`config.mk`:
```
export PLATFORM = sky130hd
export DESIGN_NAME = gpio_bank_controller_unit
export DESIGN_NICKNAME = d
export VERILOG_FILES = /design/src/gbc_pkg.sv /design/src/gpio_bank_controller_unit.sv
export SDC_FILE = /design/constraint.sdc
export NUM_CORES = 1
export LEC_CHECK = 0
export ABC_AREA = 1
export BUFFER_PORTS_ARGS = -buffer_cell sky130_fd_sc_hd__buf_2
export CAP_MARGIN = 10
export CORE_MARGIN = 10
export CORE_UTILIZATION = 65
export CTS_BUF_LIST = sky130_fd_sc_hd__clkbuf_8
export CTS_CLUSTER_DIAMETER = 40
export CTS_CLUSTER_SIZE = 30
export DETAILED_ROUTE_END_ITERATION = 6
export HOLD_SLACK_MARGIN = 0.1
export PLACE_DENSITY = 0.86
export SYNTH_ARGS = -nofsm -noshare
export SYNTH_HDL_FRONTEND = slang
export SYNTH_SLANG_ARGS = --single-unit
```
`constraint.sdc`:
```
create_clock -name clk -period 16.52 [get_ports clk]
set_clock_uncertainty 0.05 [all_clocks]
set_input_delay 2.478 -clock clk [delete_from_list [all_inputs] [get_ports clk]]
set_output_delay 2.478 -clock clk [all_outputs]
set_load 0.02 [all_outputs]
```
`src/gbc_pkg.sv`:
```
// types and constants of the gpio bank controller
`timescale 1ns / 1ps

package gbc_pkg;

	localparam int PINS_PER_WORD   = 10;
	localparam int FSEL_FIELD_BITS = 3;
	localparam int FSEL_WORDS      = 4;
	localparam int FSEL_WIDTH      = PINS_PER_WORD * FSEL_FIELD_BITS;
	localparam int BANK_PINS       = 32;

	localparam logic [2:0] FSEL_OUTPUT = 3'b001;

	localparam logic [5:0] ADDR_FSEL0   = 6'd0;
	localparam logic [5:0] ADDR_FSEL1   = 6'd1;
	localparam logic [5:0] ADDR_FSEL2   = 6'd2;
	localparam logic [5:0] ADDR_FSEL3   = 6'd3;
	localparam logic [5:0] ADDR_SET     = 6'd7;
	localparam logic [5:0] ADDR_CLEAR   = 6'd10;
	localparam logic [5:0] ADDR_LEVEL   = 6'd13;
	localparam logic [5:0] ADDR_PULL    = 6'd37;
	localparam logic [5:0] ADDR_PULLCLK = 6'd38;

	localparam logic ACTION_READ  = 1'b0;
	localparam logic ACTION_WRITE = 1'b1;

	localparam logic [1:0] PULL_DOWN_CODE = 2'd1;
	localparam logic [1:0] PULL_UP_CODE   = 2'd2;

	typedef struct packed {
		logic        action;
		logic [5:0]  word_address;
		logic [31:0] write_data;
		logic [31:0] pad_levels;
	} gbc_req_t;

	typedef struct packed {
		logic [31:0] read_data;
		logic [31:0] drive_levels;
		logic [31:0] drive_enable;
		logic [31:0] pull_up_pins;
		logic [31:0] pull_down_pins;
		logic        bad_address;
	} gbc_rsp_t;

endpackage

```
`src/gpio_bank_controller_unit.sv`:
```
// top level of the gpio bank controller
`timescale 1ns / 1ps

// usage
// req channel: one bus access per word (read or write, word address, write
// data and the sampled pad levels), taken when req_valid is high and req_stall low
// rsp channel: one word per access with the read data, the output latch, the
// drive enables, the pull-up and pull-down pins and the bad address flag,
// all as they stand after the access
// pipeline: an access is registered at the input, then applied to the bank
// registers and its response registered in the second stage
// throughput: one access per cycle while the response is not stalled, set by
// the single read-modify-write of the bank registers in the second stage
// reset: all pins inputs, latch and pull settings zero, both stages empty
// a stalled response holds; the input register keeps one more access, and
// req_stall rises only when both stages are full and the response is stalled

module gpio_bank_controller_unit
	import gbc_pkg::*;
#(
	parameter int PIN_COUNT = 32
) (
	input  logic     clk,
	input  logic     arst_n,
	input  logic     req_valid,
	output logic     req_stall,
	input  gbc_req_t req_word,
	output logic     rsp_valid,
	input  logic     rsp_stall,
	output gbc_rsp_t rsp_word
);

	logic                  valid_s1;
	gbc_req_t              req_s1;
	logic                  valid_s2;
	gbc_rsp_t              rsp_s2;
	logic                  load_s2;
	logic                  load_s1;

	logic [FSEL_WIDTH-1:0] fsel_q [FSEL_WORDS];
	logic [31:0]           latch_q;
	logic [1:0]            pull_ctl_q;
	logic [1:0]            pin_pull_q [BANK_PINS];

	logic [FSEL_WIDTH-1:0] fsel_d [FSEL_WORDS];
	logic [31:0]           latch_d;
	logic [1:0]            pull_ctl_d;
	logic [1:0]            pin_pull_d [BANK_PINS];
	logic [31:0]           pin_mask;
	logic [31:0]           en_cur;
	gbc_rsp_t              rsp_d;

	function automatic logic [FSEL_WIDTH-1:0] fsel_mask(input logic [1:0] w);
		logic [FSEL_WIDTH-1:0] m;
		m = '0;
		for (int k = 0; k < PINS_PER_WORD; k++) begin
			if (int'(w) * PINS_PER_WORD + k < PIN_COUNT) begin
				m[k*FSEL_FIELD_BITS +: FSEL_FIELD_BITS] = '1;
			end
		end
		return m;
	endfunction

	assign load_s2   = !valid_s2 || !rsp_stall;
	assign load_s1   = !valid_s1 || load_s2;
	assign req_stall = !load_s1;
	assign rsp_valid = valid_s2;
	assign rsp_word  = rsp_s2;

	always_comb begin
		for (int p = 0; p < BANK_PINS; p++) begin
			pin_mask[p] = (p < PIN_COUNT);
			en_cur[p]   = (p < PIN_COUNT) &&
				(fsel_q[p/PINS_PER_WORD][(p%PINS_PER_WORD)*FSEL_FIELD_BITS +: FSEL_FIELD_BITS]
				== FSEL_OUTPUT);
		end
	end

	always_comb begin
		fsel_d     = fsel_q;
		latch_d    = latch_q;
		pull_ctl_d = pull_ctl_q;
		pin_pull_d = pin_pull_q;
		rsp_d      = '0;
		case (req_s1.word_address)
			ADDR_FSEL0, ADDR_FSEL1, ADDR_FSEL2, ADDR_FSEL3: begin
				if (req_s1.action == ACTION_WRITE) begin
					fsel_d[req_s1.word_address[1:0]] = req_s1.write_data[FSEL_WIDTH-1:0] &
						fsel_mask(req_s1.word_address[1:0]);
				end else begin
					rsp_d.read_data = 32'(fsel_q[req_s1.word_address[1:0]]);
				end
			end
			ADDR_SET: begin
				if (req_s1.action == ACTION_WRITE) begin
					latch_d = latch_q | (req_s1.write_data & pin_mask);
				end
			end
			ADDR_CLEAR: begin
				if (req_s1.action == ACTION_WRITE) begin
					latch_d = latch_q & ~(req_s1.write_data & pin_mask);
				end
			end
			ADDR_LEVEL: begin
				if (req_s1.action == ACTION_READ) begin
					rsp_d.read_data = ((latch_q & en_cur) | (req_s1.pad_levels & ~en_cur)) &
						pin_mask;
				end
			end
			ADDR_PULL: begin
				if (req_s1.action == ACTION_WRITE) begin
					pull_ctl_d = req_s1.write_data[1:0];
				end else begin
					rsp_d.read_data = {30'd0, pull_ctl_q};
				end
			end
			ADDR_PULLCLK: begin
				if (req_s1.action == ACTION_WRITE) begin
					for (int p = 0; p < BANK_PINS; p++) begin
						if (p < PIN_COUNT && req_s1.write_data[p]) begin
							pin_pull_d[p] = pull_ctl_q;
						end
					end
				end
			end
			default: begin
				rsp_d.bad_address = 1'b1;
			end
		endcase

		rsp_d.drive_levels = latch_d;
		for (int p = 0; p < BANK_PINS; p++) begin
			rsp_d.drive_enable[p] = (p < PIN_COUNT) &&
				(fsel_d[p/PINS_PER_WORD][(p%PINS_PER_WORD)*FSEL_FIELD_BITS +: FSEL_FIELD_BITS]
				== FSEL_OUTPUT);
			rsp_d.pull_up_pins[p]   = (pin_pull_d[p] == PULL_UP_CODE);
			rsp_d.pull_down_pins[p] = (pin_pull_d[p] == PULL_DOWN_CODE);
		end
	end

	always_ff @(posedge clk or negedge arst_n) begin
		if (!arst_n) begin
			valid_s1   <= 1'b0;
			valid_s2   <= 1'b0;
			fsel_q     <= '{default: '0};
			latch_q    <= '0;
			pull_ctl_q <= '0;
			pin_pull_q <= '{default: '0};
		end else begin
			if (load_s1) begin
				valid_s1 <= req_valid;
			end
			if (load_s2) begin
				valid_s2 <= valid_s1;
			end
			if (load_s2 && valid_s1) begin
				fsel_q     <= fsel_d;
				latch_q    <= latch_d;
				pull_ctl_q <= pull_ctl_d;
				pin_pull_q <= pin_pull_d;
			end
		end
	end

	always_ff @(posedge clk) begin
		if (load_s1 && req_valid) begin
			req_s1 <= req_word;
		end
		if (load_s2 && valid_s1) begin
			rsp_s2 <= rsp_d;
		end
	end

endmodule

```
==> results of run 1 <==
[Yosys cell counts (all sizes together)]
cell type / n
dfrtp: 220
nand3: 261
clkbuf: 68
edfxtp: 232
inv: 246
nand4: 68
a21oi: 94
a211oi: 2
o21ai: 130
o21bai: 19
nand2: 937
nand3b: 7
or2: 3
nor3: 2
and2: 3
nor2: 126
a22oi: 28
buf: 64
[power by group through the flow]
stage	sequential [mW]	clock, mW	combinational, mW
global placement	1.67	0	0.888
floorplan	1.73	0	0.556
global route	1.70	0.939	1.06
finish	1.67	0.888	0.950
detailed placement	1.68	0	0.928
CTS	1.66	0.894	0.935
[cells in the final DEF (no fill, tap or decap)]
cell type   Yosys  final
nor2_1        121    117
nand3_1       261    261
bufinv_16       0      2
clkinv_2        0      3
nand2_4         0      1
o21ai_0       110    110
a22oi_1        28     28
clkbuf_8        0     56
inv_2           2      3
edfxtp_1      232    232
clkinv_8        0      6
inv_4           0      4
clkinv_4        0      4
diode_2         0      1
nand2_1       936    935
and2_1          3      3
inv_8           0     10
buf_2          45    236
dfrtp_1       220    220
inv_6           0      9
o21ai_1        20     20
a21oi_1        94     94
or2_2           3      3
nor2_2          3      2
inv_12          0      3
a211oi_1        2      2
buf_4           1     25
nor2_4          2      7
inv_1         244    246
nand4_1        68     68
clkinvlp_4      0      1
nor3_1          2      2
nand2_2         1      1
o21bai_1       19     19
nand3b_1        7      7
[state kept, by name, indices dropped and copies added (netlist names), named ones only]
signal	count
rsp_valid	1
req_s1	71
fsel_q	96
rsp_word	161
pull_ctl_q	2
valid_s1	1
pin_pull_q	64
latch_q	32
[final cells by class]
type | instances | area [um^2]
sequential | 452 | 12500
clock buffer | 55 | 757
multi-input combinational | 1680 | 7380
clock inverter | 45 | 484
timing repair buffer | 262 | 1380
antenna | 1 | 2.50
tap | 442 | 553
fill | 2383 | 8490
inverter | 246 | 931
[cells by family after synthesis]
kind of cell    synth area share, %
compound gates                 6.99
buf+inv                        6.95
simple gates                   27.5
flops                          58.6
[metrics by stage]
step	total power, mW	setup WS, ps
3_5_place_dp	2.61	10990
5_1_grt	3.70	10960
2_1_floorplan	2.29	8280
4_1_cts	3.49	10990
3_3_place_gp	2.56	11000
6_report	3.51	11000
[worst register-to-register path: stages (launching register included)]
cell,delay [ps]
edfxtp_1,330
buf_4,440
nand3_1,570
nor2_2,630
buf_4,440
nand2_1,130
o21ai_0,150
nand2_1,80
nor2_1,280
[per-layer routing]
metal  up-vias  GRT usage, %
met3       204          8.68
met1      8971          41.7
li1       8589             -
met2      1273          47.9
met4         4          15.9
met5         -             0
[how the worst max path moves through the flow]
| stage | to | slack [ps] | startpoint | cells past startpoint |
|---|---|---|---|---|
| floorplan | rsp_word[0] | 8280 | rsp_stall | 5 |
| global placement | req_stall | 11000 | rsp_stall | 4 |
| detailed placement | req_stall | 10990 | rsp_stall | 4 |
| CTS | req_stall | 10990 | rsp_stall | 4 |
| global route | req_stall | 10960 | rsp_stall | 4 |
| finish | req_stall | 11000 | rsp_stall | 4 |
==> flow_metrics.tcl, run 1 <==
set metrics [dict create \
    status "finished, violations left" \
    violations "design-rule violations" \
    cts_setup_buffers 0 \
    synth_top_cell_by_area "edfxtp_1" \
    grt_max_degree 136 \
    synth-seq-area-share_pct 58.6 \
    drv_slew 0 \
    portBuffers 237 \
    cts_buffer_depth 3 \
    clkPwrFrac_pct 25.3 \
    drt-initial-drc-count 2684 \
    power_density_nw_per_um2 147 \
    rows 66 \
    cts_hold_buf 0 \
    hp-class "flop to flop" \
    crit_chain "buf_2 -> nand2_1 -> nor2_1 -> buf_2" \
    postRouteAntennaNets 0 \
    rr_worst_depth 8 \
    cp.required_ps 13990 \
    rsz0062_at_grt "no" \
    intPower_mw 2.16 \
    drive_gt1_share_pct 13.7 \
    synth_cell_types 25 \
    totalWireLength_mm 65.0 \
    cts_tree "yes" \
    post_dp_cell_area_um2 22700 \
    path_max_fanout 3 \
    combPwrFrac_pct 27.0 \
    critPathMaxStageDelay_ps 190 \
    synth_top_area_share_pct 32.7 \
    firstDrtPassIters 7 \
    clk_latency_ps 690 \
    final_hold_viol_count 0 \
    grt_usage_pct 31.8 \
    p_sw_mw 1.35 \
    drv_cap 0 \
    cts_resized 0 \
    ios 238 \
    fmax_mhz 181 \
    wl_per_cell_um 20.4 \
    critPathArrivalTime_ps 2990 \
    period_needed_ps 5520 \
    avgSynthCellArea_um2 8.48 \
    start_util_pct 65.6 \
    syn_to_final_growth_pct 12.6 \
    die_h_um 201 \
    swShare_pct 38.5 \
    synth_area_leaders "edfxtp_1, dfrtp_1, nand2_1, nand3_1, inv_1" \
    drc_errors 1 \
    design_area_um2 24000 \
    cts_buffers 53 \
    r2r-start "req_s1[70]" \
    dr_wl_met2_mm 29.2 \
    power_frac_seq_pct 47.7 \
    path_delay_family "buffers and inverters" \
    crit_type "primary input to primary output" \
    final_util_pct 73.8 \
    min_from "pin_pull_q[6]" \
    syn_nets 2585 \
    start_kind "primary input" \
    r2r_setup_slack_ps 13180 \
    via_per_inst 5.98 \
    gp_congestion 0.978 \
    layoutNonFillerInstCount 3183 \
    overflow 0 \
    fin_tns_setup_ps 0 \
    die_x_um 201 \
    p_leak_nw 11.7 \
    top_layer "met5" \
    nNetsFinal 2770 \
    cts.clk_slew.worst_paths_ps 80 \
    cp_num_buf_inv 2 \
    worst_pin_slew_ps 1140 \
    vias 19000 \
    wl_met3_mm 8.47 \
    cp_slowest_cell "buf_2" \
    cp-end-kind "primary output" \
    regToRegEndpoint "rsp_word[85]" \
    grt_pass1_wl_mm 101 \
    finalCritPeriodShare_pct 33.4 \
    holdPathStages 2 \
    yosys_warnings 0 \
    slew_headroom_pct 23.8 \
    wirelength_met1_mm 24.0 \
    syn_area_um2 21300 \
    ir_drop_v 0.000114 \
    hold_slack_ps 436 \
    min_to "pin_pull_q[6]" \
    ys_ff_latch 452 \
    dp_cells 3082 \
    cts_root_buf "clkbuf_8" \
    cts.sinks 452 \
    grt_pass1_vias 18000 \
    die-area_um2 40400 \
    htree_levels 2 \
    synth_cells 2510 \
    path_common_cell "buf_2" \
    antenna_found_initial 2 \
    setup_viol 0 \
    dpl.hpwl_mm 43.3 \
    coreArea_um2 32500 \
]
Power figures use the tool's default switching activity.
==> run 2: changes to the inputs <==
--- a/config.mk
+++ b/config.mk
@@ -5,17 +5,17 @@
 export SDC_FILE = /design/constraint.sdc
 export NUM_CORES = 1
 export LEC_CHECK = 0
-export ABC_AREA = 1
+export ABC_AREA = 0
 export BUFFER_PORTS_ARGS = -buffer_cell sky130_fd_sc_hd__buf_2
 export CAP_MARGIN = 10
 export CORE_MARGIN = 10
-export CORE_UTILIZATION = 65
+export CORE_UTILIZATION = 54
 export CTS_BUF_LIST = sky130_fd_sc_hd__clkbuf_8
 export CTS_CLUSTER_DIAMETER = 40
 export CTS_CLUSTER_SIZE = 30
 export DETAILED_ROUTE_END_ITERATION = 6
 export HOLD_SLACK_MARGIN = 0.1
-export PLACE_DENSITY = 0.86
+export PLACE_DENSITY = 0.77
 export SYNTH_ARGS = -nofsm -noshare
 export SYNTH_HDL_FRONTEND = slang
 export SYNTH_SLANG_ARGS = --single-unit
==> constraint.sdc (replaced) <==
create_clock -name clk -period 4.55 [get_ports clk]
set_clock_uncertainty 0.05 [all_clocks]
set_input_delay 0.6825 -clock clk [delete_from_list [all_inputs] [get_ports clk]]
set_output_delay 0.6825 -clock clk [all_outputs]
set_load 0.02 [all_outputs]
==> flow_metrics.tcl, run 2 <==
set metrics [dict create \
    status "complete, no violations" \
    cp-startpoint "valid_s1" \
    firstDrtPassIters 5 \
    portBuffers 237 \
    synth_cell_types 37 \
    drt-initial-drc-count 1209 \
    drive_gt1_share_pct 34.2 \
    grt_max_degree 98 \
    slew_headroom_pct 21.8 \
    synth_top_cell_by_area "edfxtp_1" \
    layout_common_cells "buf_2, edfxtp_1, dfrtp_1" \
    drc_errors 0 \
    nNetsFinal 1707 \
    largest_register_ffs 161 \
    start_util_pct 54.6 \
    grt_usage_pct 23.1 \
    syn_area_um2 19300 \
    r2r-start "valid_s1" \
    totalWireLength_mm 51.4 \
    synthTopCellsByCount "edfxtp_1, dfrtp_1, mux2_2" \
    hp-class "primary input to flop" \
    wirelength_met1_mm 21.4 \
    fmax_mhz 322 \
    cts_buffers 59 \
    design_area_um2 22600 \
    crit_chain "a21bo_2 -> clkinvlp_4 -> buf_4 -> nand4_1 -> buf_4 -> mux2_2" \
    htree_levels 2 \
    grt_pass1_wl_mm 78.4 \
    synth-edff-count 232 \
    final_hold_viol_count 0 \
    ys_ff_latch 452 \
    cts_hold_buf 28 \
    ios 238 \
    gp_congestion 0.873 \
    synth-seq-area-share_pct 64.6 \
    cts_root_buf "clkbuf_8" \
    drv_cap 0 \
    top_layer "met4" \
    dpl.hpwl_mm 34.2 \
    n_fill_cell 2624 \
    p_leak_nw 9.96 \
    synth-main-ff-cell "edfxtp_1" \
    ys_async_sr_fraction_pct 48.7 \
    syn_to_final_growth_pct 17.2 \
    rsz0062_at_grt "no" \
    vias 12800 \
    synth_top_area_share_pct 36.1 \
    dr_wl_met2_mm 23.8 \
    postRouteAntennaNets 0 \
    rows 69 \
    wl_met3_mm 4.30 \
    path_max_fanout 40 \
    min_from "req_word[44]" \
    overflow 0 \
    start_kind "flop" \
    grt_pass1_vias 13000 \
    drv_slew 0 \
    cts.clk_slew.worst_paths_ps 80 \
    wl_per_cell_um 24.0 \
    cp-end-kind "flop" \
    critPathArrivalTime_ps 3590 \
    die_h_um 209 \
    critPathMaxStageDelay_ps 850 \
    via_per_inst 5.95 \
    setup_viol 0 \
    period_needed_ps 3110 \
    coreArea_um2 35400 \
    die-area_um2 43700 \
    synth_area_leaders "edfxtp_1, dfrtp_1, mux2_2, mux2i_1, mux4_2" \
    clk_latency_ps 660 \
    worst_pin_slew_ps 1170 \
    cts_setup_buffers 0 \
    ir_drop_v 0.000308 \
    cp.required_ps 5030 \
    fin_tns_setup_ps 0 \
    yosysMostFrequentCell "edfxtp_1" \
    die_x_um 209 \
    yosys_warnings 0 \
    final_common_cell "buf_2" \
    cts_tree "yes" \
    post_dp_cell_area_um2 21000 \
    synth_cells 1365 \
    power_density_nw_per_um2 400 \
    syn_nets 1440 \
    cts_buffer_depth 3 \
    crit_type "flop to flop" \
    cts.sinks 452 \
    avgSynthCellArea_um2 14.2 \
    cp_slowest_cell "a21bo_2" \
    cts_resized 0 \
    finalCritPeriodShare_pct 68.3 \
    path_common_cell "buf_4" \
    antenna_found_initial 1 \
]
## run 2: cell count changes after synthesis, sizes merged, moves of 71 or more
cell	change
inv	-244
nand3	-190
nor2	-83
a21oi	-94
nand2	-863
mux2i	+96
mux2	+162
nand2b	+71
## run 2: worst max-delay path: cells and delay by family (launching register included)
family                 cells  cell delay [ps]
DFF                        1              410
buffers and inverters      3             1040
and+or+nand+nor            1              200
muxes                      1              370
AOI/OAI and AO/OA          1              850
## run 2: path summary, 6_finish.rpt
| check | slack, ps | endpoint | cells after the start |
|---|---|---|---|
| max | 1440 | fsel_q[102] | 6 |
| min in group asynchronous | 640 | pin_pull_q[40] | 2 |
| min | 150 | req_s1[44] | 1 |
| max in group asynchronous | 2720 | latch_q[24] | 3 |
| max reg2reg | 1440 | fsel_q[102] | 6 |
| min reg2reg | 440 | flop | 1 |
## run 2: cells by family (layout without fill, tap and decap cells)
family	after synthesis	after routing	share of synthesized area, %
flip-flops	452	452	64.6
AND/OR/NAND/NOR	338	338	9.39
multiplexers	288	288	17.9
AO/OA/AOI/OAI	195	195	6.14
buffers and inverters	91	408	1.94
XOR/XNOR	1	1	0.0454
other	0	1	0
## run 2: stage by stage
step / hold slack, ps / setup WS [ps] / power [mW] / utilization [%] / instances
detailed placement: 422 / 1150 / 5.69 / 59.3 / 2004
finish: 150 / 1440 / 9.04 / 64.0 / 2144
global placement: 405 / 1280 / 5.67 / 59.3 / 2004
floorplan: 337 / 62.1 / 5.32 / - / 1365
global route: 122 / 1320 / 9.38 / 63.9 / 2143
CTS: 100 / 1430 / 9.13 / 63.9 / 2143
## run 2: area by class of cell
cell class	instances	area [um^2]	area share (%)
Antenna cell	1	2.50	0.0111
Inverter	2	11.3	0.0497
Clock inverter	47	490	2.17
Timing Repair Buffer	295	1710	7.57
Tap cell	461	577	2.55
Clock buffer	64	881	3.89
Sequential cell	452	12500	55.1
Multi-Input combinational cell	822	6490	28.7
## run 2: layer usage
layer	up-vias	GRT usage [%]
li1	5623	-
met1	6423	31.3
met2	601	35.5
met3	119	5.31
met4	0	9.20
met5	-	0
## run 2: power by group
part	internal, mW	leakage (nW)	switching (mW)
Sequential	4.59	5.32	0.184
Clock	1.69	0.720	1.73
Combinational	0.304	3.92	0.545
Total	6.59	9.96	2.45
